`src/rtl/core/kpc_pkg.sv`:
```
// kpc_pkg: shared types, constants and symbol helpers for the keyed polybius cipher
`default_nettype none

package kpc_pkg;

  localparam int CHAR_W      = 8;
  localparam int SYM_W       = 6;
  localparam int DIG_W       = 4;
  localparam int NUM_SYMBOLS = 36;
  localparam int NUM_LETTERS = 26;

  localparam logic [CHAR_W-1:0] CH_SPACE = 8'h20;
  localparam logic [CHAR_W-1:0] CH_ZERO  = 8'h30;
  localparam logic [CHAR_W-1:0] CH_NINE  = 8'h39;
  localparam logic [CHAR_W-1:0] CH_A     = 8'h41;
  localparam logic [CHAR_W-1:0] CH_Z     = 8'h5A;

  typedef enum logic [1:0] {
    ACT_KEY     = 2'd0,
    ACT_FINISH  = 2'd1,
    ACT_ENCRYPT = 2'd2,
    ACT_DECRYPT = 2'd3
  } action_t;

  typedef struct packed {
    logic             ok;
    logic [SYM_W-1:0] idx;
  } sym_lookup_t;

  function automatic sym_lookup_t sym_lookup(input logic [CHAR_W-1:0] c);
    sym_lookup_t r;
    r.ok  = 1'b0;
    r.idx = '0;
    if (c inside {[CH_A:CH_Z]}) begin
      r.ok  = 1'b1;
      r.idx = SYM_W'(c - CH_A);
    end else if (c inside {[CH_ZERO:CH_NINE]}) begin
      r.ok  = 1'b1;
      r.idx = SYM_W'(c - CH_ZERO) + SYM_W'(NUM_LETTERS);
    end
    return r;
  endfunction

  function automatic logic [CHAR_W-1:0] sym_char(input logic [SYM_W-1:0] s);
    logic [CHAR_W-1:0] r;
    if (s < SYM_W'(NUM_LETTERS)) begin
      r = CH_A + CHAR_W'(s);
    end else begin
      r = CH_ZERO + CHAR_W'(s - SYM_W'(NUM_LETTERS));
    end
    return r;
  endfunction

endpackage

`default_nettype wire

```
`src/rtl/core/kpc_ram.sv`:
```
// kpc_ram: generic single write port ram with registered read
`default_nettype none

module kpc_ram #(
  parameter int WIDTH = 8,
  parameter int DEPTH = 36
) (
  input  wire logic                     clk,
  input  wire logic                     we,
  input  wire logic [$clog2(DEPTH)-1:0] waddr,
  input  wire logic [WIDTH-1:0]         wdata,
  input  wire logic                     re,
  input  wire logic [$clog2(DEPTH)-1:0] raddr,
  output logic      [WIDTH-1:0]         rdata
);

  logic [WIDTH-1:0] mem_r [DEPTH];
  logic [WIDTH-1:0] rdata_r;

  always_ff @(posedge clk) begin
    if (we) begin
      mem_r[waddr] <= wdata;
    end
    if (re) begin
      rdata_r <= mem_r[raddr];
    end
  end

  assign rdata = rdata_r;

endmodule

`default_nettype wire

```
`src/rtl/core/keyed_polybius_cipher.sv`:
```
// keyed_polybius_cipher: keyed polybius square cipher top level
// Items are taken one at a time; in_stall stays high until the item's work is done. Key
// items and decrypt items are accepted and executed; a decrypted symbol read from the
// grid ram is presented from a further state. Encrypt items read the symbol's cell index
// from the position ram and split it into row and column, where row is the symbol's grid
// row (0 to GRID_SIDE-1), by one shared compare-and-subtract step per cycle. A finish
// item walks all 36 symbols, one per cycle. Any beat that finds the result register still
// full waits there until it is taken. The result register lets the next item be accepted
// while the last beat of the previous one still waits to be taken.
`default_nettype none

module keyed_polybius_cipher import kpc_pkg::*; #(
  parameter int GRID_SIDE = 6
) (
  input  wire logic              clk,
  input  wire logic              rst_n,
  input  wire logic              in_valid,
  output logic                   in_stall,
  input  wire logic [1:0]        in_action,
  input  wire logic [CHAR_W-1:0] in_char,
  output logic                   out_valid,
  input  wire logic              out_stall,
  output logic      [CHAR_W-1:0] out_char,
  output logic                   out_last
);

  localparam int NUM_CELLS = GRID_SIDE * GRID_SIDE;
  localparam int CELL_W    = $clog2(NUM_CELLS);
  localparam int CNT_W     = $clog2(NUM_CELLS + 1);
  localparam int ROW_W     = $clog2(GRID_SIDE);

  typedef enum logic [6:0] {
    ST_IDLE     = 7'b0000001,
    ST_EXEC     = 7'b0000010,
    ST_FILL     = 7'b0000100,
    ST_POS_RD   = 7'b0001000,
    ST_DIV      = 7'b0010000,
    ST_EMIT_COL = 7'b0100000,
    ST_GRID_RD  = 7'b1000000
  } state_t;

  state_t                   state_r, state_nxt;
  logic [NUM_SYMBOLS-1:0]   used_r, used_nxt;
  logic [CNT_W-1:0]         fill_r, fill_nxt;
  logic [ROW_W-1:0]         prow_r, prow_nxt;
  logic                     pvalid_r, pvalid_nxt;
  logic [SYM_W-1:0]         sym_r, sym_nxt;
  logic [CELL_W-1:0]        rem_r, rem_nxt;
  logic [ROW_W-1:0]         quo_r, quo_nxt;
  logic                     out_valid_r, out_valid_nxt;
  logic [CHAR_W-1:0]        out_char_r, out_char_nxt;
  logic                     out_last_r, out_last_nxt;
  action_t                  act_r;
  logic [CHAR_W-1:0]        char_r;

  logic                     grid_we, grid_re;
  logic [CELL_W-1:0]        grid_waddr, grid_raddr;
  logic [CHAR_W-1:0]        grid_wdata, grid_rdata;
  logic                     pos_we, pos_re;
  logic [SYM_W-1:0]         pos_waddr, pos_raddr;
  logic [CELL_W-1:0]        pos_wdata, pos_rdata;

  logic                     place_req, place_ok;
  logic [SYM_W-1:0]         place_sym;
  sym_lookup_t              lk;
  logic [DIG_W-1:0]         dig;
  logic                     is_digit;
  logic [CELL_W-1:0]        dec_idx;
  logic                     out_take, out_free, in_take;

  assign in_stall  = (state_r != ST_IDLE);
  assign in_take   = in_valid && !in_stall;
  assign out_valid = out_valid_r;
  assign out_char  = out_char_r;
  assign out_last  = out_last_r;
  assign out_take  = out_valid_r && !out_stall;
  assign out_free  = !out_valid_r || out_take;

  assign lk       = sym_lookup(char_r);
  assign dig      = DIG_W'(char_r - CH_ZERO);
  assign is_digit = char_r inside {[CH_ZERO:CH_NINE]};
  assign dec_idx  = CELL_W'(prow_r) * CELL_W'(GRID_SIDE) + CELL_W'(dig);

  assign place_req = ((state_r == ST_EXEC) && (act_r == ACT_KEY) && lk.ok) ||
                     (state_r == ST_FILL);
  assign place_sym = (state_r == ST_FILL) ? sym_r : lk.idx;
  assign place_ok  = place_req && (fill_r < CNT_W'(NUM_CELLS)) && !used_r[place_sym];

  assign grid_we    = place_ok;
  assign grid_waddr = fill_r[CELL_W-1:0];
  assign grid_wdata = sym_char(place_sym);
  assign pos_we     = place_ok;
  assign pos_waddr  = place_sym;
  assign pos_wdata  = fill_r[CELL_W-1:0];

  always_comb begin
    state_nxt     = state_r;
    used_nxt      = used_r;
    fill_nxt      = fill_r;
    prow_nxt      = prow_r;
    pvalid_nxt    = pvalid_r;
    sym_nxt       = sym_r;
    rem_nxt       = rem_r;
    quo_nxt       = quo_r;
    out_valid_nxt = out_valid_r && !out_take;
    out_char_nxt  = out_char_r;
    out_last_nxt  = out_last_r;
    grid_re       = 1'b0;
    grid_raddr    = dec_idx;
    pos_re        = 1'b0;
    pos_raddr     = lk.idx;

    if (place_ok) begin
      used_nxt[place_sym] = 1'b1;
      fill_nxt            = fill_r + CNT_W'(1);
    end

    case (state_r)
      ST_IDLE: begin
        if (in_take) begin
          state_nxt = ST_EXEC;
        end
      end
      ST_EXEC: begin
        case (act_r)
          ACT_KEY: begin
            state_nxt = ST_IDLE;
          end
          ACT_FINISH: begin
            sym_nxt   = '0;
            state_nxt = ST_FILL;
          end
          default: begin
            if (char_r == CH_SPACE) begin
              if (out_free) begin
                out_valid_nxt = 1'b1;
                out_char_nxt  = CH_SPACE;
                out_last_nxt  = 1'b1;
                pvalid_nxt    = 1'b0;
                prow_nxt      = '0;
                state_nxt     = ST_IDLE;
              end
            end else if (act_r == ACT_ENCRYPT) begin
              if (lk.ok && used_r[lk.idx]) begin
                pos_re    = 1'b1;
                state_nxt = ST_POS_RD;
              end else begin
                state_nxt = ST_IDLE;
              end
            end else begin
              state_nxt = ST_IDLE;
              if (is_digit) begin
                if (dig >= DIG_W'(GRID_SIDE)) begin
                  pvalid_nxt = 1'b0;
                  prow_nxt   = '0;
                end else if (!pvalid_r) begin
                  prow_nxt   = dig[ROW_W-1:0];
                  pvalid_nxt = 1'b1;
                end else begin
                  grid_re    = 1'b1;
                  pvalid_nxt = 1'b0;
                  prow_nxt   = '0;
                  state_nxt  = ST_GRID_RD;
                end
              end
            end
          end
        endcase
      end
      ST_FILL: begin
        sym_nxt = sym_r + SYM_W'(1);
        if (sym_r == SYM_W'(NUM_SYMBOLS - 1)) begin
          state_nxt = ST_IDLE;
        end
      end
      ST_POS_RD: begin
        rem_nxt   = pos_rdata;
        quo_nxt   = '0;
        state_nxt = ST_DIV;
      end
      ST_DIV: begin
        if (rem_r >= CELL_W'(GRID_SIDE)) begin
          rem_nxt = rem_r - CELL_W'(GRID_SIDE);
          quo_nxt = quo_r + ROW_W'(1);
        end else if (out_free) begin
          out_valid_nxt = 1'b1;
          out_char_nxt  = CH_ZERO + CHAR_W'(quo_r);
          out_last_nxt  = 1'b0;
          state_nxt     = ST_EMIT_COL;
        end
      end
      ST_EMIT_COL: begin
        if (out_free) begin
          out_valid_nxt = 1'b1;
          out_char_nxt  = CH_ZERO + CHAR_W'(rem_r);
          out_last_nxt  = 1'b1;
          state_nxt     = ST_IDLE;
        end
      end
      ST_GRID_RD: begin
        if (out_free) begin
          out_valid_nxt = 1'b1;
          out_char_nxt  = grid_rdata;
          out_last_nxt  = 1'b1;
          state_nxt     = ST_IDLE;
        end
      end
      default: begin
        state_nxt = ST_IDLE;
      end
    endcase
  end

  always_ff @(posedge clk) begin
    if (!rst_n) begin
      state_r     <= ST_IDLE;
      used_r      <= '0;
      fill_r      <= '0;
      prow_r      <= '0;
      pvalid_r    <= 1'b0;
      sym_r       <= '0;
      out_valid_r <= 1'b0;
    end else begin
      state_r     <= state_nxt;
      used_r      <= used_nxt;
      fill_r      <= fill_nxt;
      prow_r      <= prow_nxt;
      pvalid_r    <= pvalid_nxt;
      sym_r       <= sym_nxt;
      out_valid_r <= out_valid_nxt;
    end
  end

  always_ff @(posedge clk) begin
    rem_r      <= rem_nxt;
    quo_r      <= quo_nxt;
    out_char_r <= out_char_nxt;
    out_last_r <= out_last_nxt;
    if (in_take) begin
      act_r  <= action_t'(in_action);
      char_r <= in_char;
    end
  end

  kpc_ram #(
    .WIDTH (CHAR_W),
    .DEPTH (NUM_CELLS)
  ) u_grid_ram (
    .clk   (clk),
    .we    (grid_we),
    .waddr (grid_waddr),
    .wdata (grid_wdata),
    .re    (grid_re),
    .raddr (grid_raddr),
    .rdata (grid_rdata)
  );

  kpc_ram #(
    .WIDTH (CELL_W),
    .DEPTH (NUM_SYMBOLS)
  ) u_pos_ram (
    .clk   (clk),
    .we    (pos_we),
    .waddr (pos_waddr),
    .wdata (pos_wdata),
    .re    (pos_re),
    .raddr (pos_raddr),
    .rdata (pos_rdata)
  );

endmodule

`default_nettype wire
```
`config.mk`:
```
export PLATFORM = sky130hd
export DESIGN_NAME = keyed_polybius_cipher
export DESIGN_NICKNAME = d
export VERILOG_FILES = /design/src/rtl/core/kpc_pkg.sv /design/src/rtl/core/kpc_ram.sv /design/src/rtl/core/keyed_polybius_cipher.sv
export SDC_FILE = /design/constraint.sdc
export NUM_CORES = 1
export LEC_CHECK = 0
export ABC_AREA = 0
export BUFFER_PORTS_ARGS = -buffer_cell sky130_fd_sc_hd__clkbuf_2
export CORE_MARGIN = 10
export CORE_UTILIZATION = 57
export CTS_CLUSTER_DIAMETER = 80
export DETAILED_ROUTE_END_ITERATION = 10
export PLACE_DENSITY = 0.76
export SLEW_MARGIN = 10
export SYNTH_ARGS = -nofsm -noshare
export SYNTH_HDL_FRONTEND = slang
export SYNTH_SLANG_ARGS = --single-unit
```
`constraint.sdc`:
```
create_clock -name clk -period 4.6 [get_ports clk]
set_clock_uncertainty 0.15 [all_clocks]
set_input_delay 0.23 -clock clk [delete_from_list [all_inputs] [get_ports clk]]
set_output_delay 0.23 -clock clk [all_outputs]
set_load 0.05 [all_outputs]
```
=== Yosys cells after proc, flatten, opt, wreduce, memory -nomap -nowiden ===
Memories as Yosys holds them, arrays and structs flattened. A register that Yosys moved wholly into a read port is not among the register bits.
Cells that the tools add are included.

* Register bits after elaboration: 88
* Bits in writable memories: 504
* Input bits: 14
* Output and inout bits: 11
* Logic and storage cells: 172
* Memories kept: 2

{| class="wikitable"
|+ Memories
! name !! depth !! bits a word !! rd ports !! clocked after memory_dff !! wr ports !! line !! source
|-
| u_grid_ram.mem_r || 36 || 8 || 1 || 1 || 1 || kpc_ram.sv:17 || <nowiki>logic [WIDTH-1:0] mem_r [DEPTH];</nowiki>
|-
| u_pos_ram.mem_r || 36 || 6 || 1 || 1 || 1 || kpc_ram.sv:17 ||
|}

* Add/subtract/negate cells: 13
* $mul: 1
* Order comparisons: 11
* Eq/ne operators: 25
* Multiplexer cells: 73
* Bitwise logic cells: 2
* Reduce and logical (&&, ||, !) cells: 32

{| class="wikitable"
|+ Operators with widths
! kind !! count
|-
| 7-bit two-way mux || 12
|-
| 8-bit two-way mux || 8
|-
| 7-bit case mux with 6 select lines || 1
|-
| 36-bit bitwise OR || 1
|-
| 8-bit case mux with 4 select lines || 1
|-
| 1-bit two-way mux || 31
|-
| 6-bit case mux with 2 select lines || 2
|-
| 3-bit two-way mux || 7
|-
| 2-bit inequality test (second input constant) || 10
|-
| 6-bit two-way mux || 3
|-
| 6-bit by 7-bit less-than comparator with 1-bit output (second input constant) || 2
|-
| 7-bit case mux with 2 select lines || 1
|-
| 6-bit by 1-bit adder with 6-bit output (second input constant) || 2
|-
| 1-bit binary-select mux with 6-bit select || 2
|-
| 1-bit logical AND || 11
|-
| 5-bit AND reduction || 2
|-
| 7-bit by 6-bit adder with 8-bit output (first input constant) || 1
|-
| 7-bit by 7-bit adder with 8-bit output (first input constant) || 1
|-
| 8-bit by 6-bit == test with 1-bit output (second input constant) || 1
|-
| 8-bit by 6-bit >= comparator with 1-bit output (second input constant) || 1
|-
| 8-bit by 7-bit >= comparator with 1-bit output (second input constant) || 1
|-
| 8-bit by 6-bit less-or-equal comparator with 1-bit output (second input constant) || 1
|-
| 8-bit by 7-bit less-or-equal comparator with 1-bit output (second input constant) || 1
|-
| 8-bit AND reduction || 1
|-
| 41 further kinds || 53
|}

=== Longest topological paths before layout ===
* Depth after elaboration: 12
* Gate-level depth with buffers: 18
* Depth with buffers taken out: 13

=== Hierarchy ===
A second synthesis with hierarchy kept.

* Cells, all modules: 1,780
* Area, all modules: 26,467.9 um2

{| class="wikitable"
|+ By module, submodules not included
! module !! instances !! cells each !! area an instance (um2) !! sequential area each (um2)
|-
| kpc_ram at u_grid_ram || 1 || 639 || 11,837.6 || 8,888.5
|-
| kpc_ram at u_pos_ram || 1 || 486 || 8,876.0 || 6,666.4
|-
| keyed_polybius_cipher || 1 || 655 || 5,754.3 || 2,042.0
|}

=== Worst setup path after synthesis ===
No wires, ideal clock.

* Kind: reg2reg
* Start point: register char_r[4]
* End point: memory u_grid_ram.mem_r[0][5] (data pin)
* Setup time: 0.485 ns
* Arrival time: 4.416 ns
* Required time: 3.965 ns
* Slack: -0.451 ns
* Stages on the path, launching flop included: 15
* Buffers on the path: 2
* Clock period less this slack: 5.051 ns
* Path through: edfxtp_1 > inv_1 > ha_1 > nor2b_1 > or3_1 > clkbuf_1 > nor4_1 > or3_4 > clkinv_1 > ha_1 > a21oi_1 > nand2b_1 > clkbuf_1 > inv_1 > o21ai_0

* Cells in the longest elaborated chain, start to end: 8
* Elaborated cells on any way between the ends: 17
* Those cells by class: 6 x add/sub; 5 x order compare; 4 x mux; 2 x reduce/logical

{| class="wikitable"
|+ Ends and longest elaborated chain
! what !! line !! source
|-
| start, declared || keyed_polybius_cipher.sv:54 || <nowiki>logic [CHAR_W-1:0] char_r;</nowiki>
|-
| start signal, assigned || keyed_polybius_cipher.sv:241 || <nowiki>char_r <= in_char;</nowiki>
|-
| 6-bit subtractor (tied with other cells) || - ||
|-
| 6-bit by 5-bit adder with 6-bit output or 1-bit logical AND (tied branches) || kpc_pkg.sv:39, kpc_pkg.sv:37 ||
|-
| 7-bit two-way mux || kpc_pkg.sv:37 || <nowiki>end else if (c inside {[CH_ZERO:CH_NINE]}) begin</nowiki>
|-
| 7-bit two-way mux (*) || kpc_pkg.sv:34 || <nowiki>if (c inside {[CH_A:CH_Z]}) begin</nowiki>
|-
| 6-bit two-way mux (*) || keyed_polybius_cipher.sv:86 || <nowiki>assign place_sym = (state_r == ST_FILL) ? sym_r : lk.idx;</nowiki>
|-
| 6-bit by 5-bit subtractor with 7-bit output || kpc_pkg.sv:49 || <nowiki>r = CH_ZERO + CHAR_W'(s - SYM_W'(NUM_LETTERS));</nowiki>
|-
| 7-bit by 7-bit adder with 8-bit output || kpc_pkg.sv:49 ||
|-
| 8-bit two-way mux (*) || kpc_pkg.sv:46 || <nowiki>if (s < SYM_W'(NUM_LETTERS)) begin</nowiki>
|-
| named net grid_wdata[5] || keyed_polybius_cipher.sv:58 || <nowiki>logic [CHAR_W-1:0] grid_wdata, grid_rdata;</nowiki>
|-
| end, declared || kpc_ram.sv:17 ||
|}

The timed path passes the listed nets; every way through them passes the cells marked *.

=== Worst setup path in the final report ===
* Start point: register char_r[0]
* End point: memory u_grid_ram.mem_r[25][3] (enable)

* Cells in the longest elaborated chain, start to end: 11
* Elaborated cells on any way between the ends: 21
* Those cells by class: 3 x add/sub; 4 x order compare; 7 x mux; 7 x reduce/logical

{| class="wikitable"
|+ Ends and longest elaborated chain
! what !! line !! source
|-
| 6-bit subtractor (tied with other cells) || - ||
|-
| 6-bit by 5-bit adder with 6-bit output or 1-bit logical AND (tied branches) || kpc_pkg.sv:39, kpc_pkg.sv:37 ||
|-
| 7-bit two-way mux || kpc_pkg.sv:37 ||
|-
| 7-bit two-way mux (*) || kpc_pkg.sv:34 ||
|-
| 6-bit two-way mux || keyed_polybius_cipher.sv:86 ||
|-
| 1-bit binary-select mux with 6-bit select || keyed_polybius_cipher.sv:87 || <nowiki>assign place_ok = place_req && (fill_r < CNT_W'(NUM_CELLS)) && !used_r[place_sym];</nowiki>
|-
| 1-bit two-way mux (implied by the code) || keyed_polybius_cipher.sv:87 ||
|-
| 1-bit zero test || keyed_polybius_cipher.sv:87 ||
|-
| 1-bit logical AND (*) || keyed_polybius_cipher.sv:87 ||
|-
| 1-bit two-way mux (*) || kpc_ram.sv:21 || <nowiki>if (we) begin</nowiki>
|-
| 1-bit two-way mux (implied by the code) (*) || kpc_ram.sv:22 || <nowiki>mem_r[waddr] <= wdata;</nowiki>
|}

Every way passes the cells marked *; elsewhere a longest branch is shown, timed or not. The select of a mux whose other input is x is not followed.

==> results by group <==
Status
  – Status: complete, no violations

Logic synthesis
  – Post-Syn Area: 25900 sq um
  – Area fraction of the dominant cell type after synthesis: 0.632
  – Mux cell area share after synthesis: 0.0826
  – Asr flop ratio synth: 0
  – Yosys cell types: 88
  – Top cells by area, synth: edfxtp_1 63%, mux4_2 7.6%, dfxtp_1 4.6%
  – Post-synth EDFFs: 546
  – XOR/XNOR share of the synthesized area: 0.00676
  – Cells after synthesis: 1797
  – Compound-cell area share of the yosys netlist: 0.0853
  – Most numerous cell in the Yosys netlist: edfxtp_1
  – Largest family of logic cells by synthesized area: simple AND/OR/NAND/NOR gates
  – Post-Synth Simple-Gate Area: 0.107
  – Adder-Cell Fraction of Synth Area: 0.0155
  – FF+latch count, synth: 606
  – Synth Area per Inst: 14.4 sq um
  – Yosys warns: 0
  – Largest area contributor in the netlist: edfxtp_1
  – Main synth FF type: edfxtp_1
  – Post-synthesis sequential area ratio: 0.679
  – Top cells by count, synth: 546 x edfxtp_1, 241 x nand2_1, 110 x nor2_1

Floorplan
  – Starting Density: 0.574
  – # rows: 78
  – Core ar.: 45200 sq um
  – DIE WIDTH: 233 microns
  – Die ar.: 54400 sq um
  – Die Ht: 233 microns
  – # IOs: 25

Clock tree
  – Clk slew on worst S/H paths: 0.07 ns
  – Total CTS buffers: 58
  – Longest Clk Path Bufs: 3
  – TritonCTS clock tree: done
  – Clock root buffer master: clkbuf_16
  – Insertion delay to the later sink of the worst-skew pair: 0.62 ns
  – CTS H-Tree Depth: 2
  – CTS sink count: 606

Critical path
  – FF-to-FF Start: char_r[0]
  – Crit start category: register
  – Kind of critical path: register to register
  – FF-to-FF path depth: 15
  – Critical path arrival: 4.63 ns
  – WP data required: 4.77 ns
  – CP Capture Type: register
  – Flop2flop setup slack: 0.14 ns
  – R2r endpoint: u_grid_ram.mem_r[25][3]
  – CP Max Fanout: 44

Power
  – Sw power: 0.00265 W
  – Power per cell area: 391 nW/um^2
  – Net Sw Frac: 0.228
  – Total Power: 0.0116 W
  – Internal Power: 0.00898 W
  – Pleak: 10.1 nW
  – Clk pwr share: 0.407
  – Register share of total power: 0.517
  – Worst IR Drop VDD: 348 uV
  – Logic pwr share: 0.076

GRT
  – Global route overflow: 0
  – Vias in the first global route: 16359
  – Largest net degree at the start of global routing: 65
  – Antenna violations before repair: 1
  – Global-route wire length before repair: 100 mm
  – Global-route usage over all layers: 0.242

Routing
  – Vias: 16693
  – First-pass DRT Iterations: 6
  – Via density: 6.41
  – DRC violations left: 0
  – Wire length per cell: 25.0 microns
  – Final ANT Viol Nets: 0
  – Iter 0 DRT Violations: 1934
  – Final WL: 65.2 mm

STA
  – Final Setup Violations: 0
  – Setup TNS: 0 ns
  – Crit path time final: 4.46 ns
  – Max transition margin: 0.130
  – Final hold violation count: 0
  – Max Slew Vio Count: 0
  – RSZ-0062 raised after global routing: no
  – Max Freq: 0.224 GHz
  – Tightest Pin Transition: 1.30 ns
  – Crit share post-route: 0.969

Place
  – Post-DP HPWL: 40.8 mm
  – I/O Buffers: 24
  – GPL Wtd Cong: 1.00

Run
  – Max-cap violations: 0

Cells and area
  – Ant. Diodes: 0
  – Layout fillers: 3064
  – Layout cell share with drive strength beyond 1: 0.199
  – Synth-to-layout area growth: 14.7%
  – NumNets Final: 2004

Hold path
  – Hold Startpoint: rst_n
  – Hold Path Depth: 3
  – Hold EP: used_r[31]
  – Hold Crit Class: input port to register
## timing repair
action                     CTS  global route
hold buffers                12             0
gates resized for setup      0             8
hold endpoints to repair    14             0
setup buffers                0             6
setup endpoints to repair    0           314
## cells by family (layout without fill, tap and decap cells)
| kind of cell | Yosys count | after routing |
|---|---|---|
| other | 1 | 36 |
| muxes | 104 | 104 |
| AOI/OAI and AO/OA | 303 | 303 |
| and+or+nand+nor | 580 | 580 |
| xor gates and xnor gates | 20 | 20 |
| adders and majority gates | 31 | 31 |
| DFF | 606 | 606 |
| buffers and inverters | 152 | 326 |
## registers in the layout, indices dropped and copies added, names as in the netlist
signal            count
u_grid_ram.mem_r    288
u_pos_ram.mem_r     216
used_r               36
char_r                8
out_char              8
u_grid_ram.rdata      8
state_r               7
fill_r                6
rem_r                 6
sym_r                 6
u_pos_ram.rdata       6
prow_r                3
quo_r                 3
act_r                 2
out_last              1
out_valid             1
pvalid_r              1
## layer usage
metal,wire [microns],part of all wire,global-route usage,vias up
met4,2680,0.041,0.102,2
li1,-,-,-,7256
met5,17,0.00026,0,-
met2,31400,0.48,0.390,924
met3,5120,0.079,0.0351,179
met1,26000,0.40,0.326,8332
## worst max-delay path, stage by stage, from the launching register on
cell,delay [ns]
edfxtp_1,0.41
inv_1,0.15
ha_1,0.22
nor3b_1,0.26
and3b_1,0.42
o41a_1,0.31
buf_12,0.26
a22oi_1,0.12
a221oi_1,0.29
a32oi_1,0.09
nand4_1,0.27
and4_2,0.39
nand4b_1,0.15
buf_4,0.20
nor2_1,0.22
buf_4,0.23
## cell type report
type / instances / area [sq um] / area share
Clock buffer: 72 / 1530 / 0.0513
Timing Repair Buffer: 181 / 1430 / 0.0480
Sequential cell: 606 / 17600 / 0.592
Inverter: 38 / 146 / 0.00492
Tap cell: 600 / 751 / 0.0252
Clock inverter: 35 / 349 / 0.0117
Multi-Input combinational cell: 1074 / 7950 / 0.267
## layout by cell type, fill, tap and decap left out, types with 12 or more instances in the layout
cell type / count
nor3_1: 23
nor2_1: 109
dlygate4sd3_1: 12
a21oi_1: 44
ha_1: 28
a31oi_1: 14
a211oi_1: 55
mux2i_1: 15
o21a_1: 40
and3_1: 27
a311oi_1: 43
buf_4: 137
nand3_1: 77
clkbuf_16: 59
edfxtp_1: 546
clkbuf_1: 13
nor3_2: 16
inv_1: 34
dfxtp_1: 60
clkbuf_2: 24
conb_1: 36
mux4_2: 88
nand2_1: 240
o21ai_0: 31
## per-stage QoR
stage / std cells / hold slack [ns] / util / area (sq um) / setup WS, ns
floorplan: 1832 / 0.179 / - / 26100 / 0.00926
global placement: 2481 / 0.259 / 0.613 / 27700 / 0.300
detailed placement: 2481 / 0.259 / 0.613 / 27700 / 0.198
CTS: 2600 / 0.0473 / 0.657 / 29700 / 0.110
global route: 2606 / 0.0842 / 0.658 / 29700 / 0.0263
finish: 2606 / 0.102 / 0.658 / 29700 / 0.144
## power groups by stage
| stage | registers, W | clock network, W | logic [W] |
|---|---|---|---|
| after floorplan | 0.00614 | 0 | 0.000532 |
| after global placement | 0.00614 | 0 | 0.000836 |
| after detailed placement | 0.00614 | 0 | 0.000847 |
| after CTS | 0.00602 | 0.00477 | 0.000863 |
| after global routing | 0.00602 | 0.00496 | 0.000938 |
| final | 0.00602 | 0.00473 | 0.000882 |
## worst max-delay path by stage
stage	end	depth (start not counted)	startpoint	slack, ns
2_1_floorplan	u_grid_ram.mem_r[0][6]	14	char_r[4]	0.009
3_3_place_gp	u_grid_ram.mem_r[6][7]	14	char_r[4]	0.30
3_5_place_dp	u_grid_ram.mem_r[6][7]	14	char_r[4]	0.20
4_1_cts	u_grid_ram.mem_r[25][6]	15	char_r[4]	0.11
5_1_grt	u_grid_ram.mem_r[25][3]	15	char_r[0]	0.03
6_report	u_grid_ram.mem_r[25][3]	15	char_r[0]	0.14
Note: power is estimated with default switching activity, not from simulation.
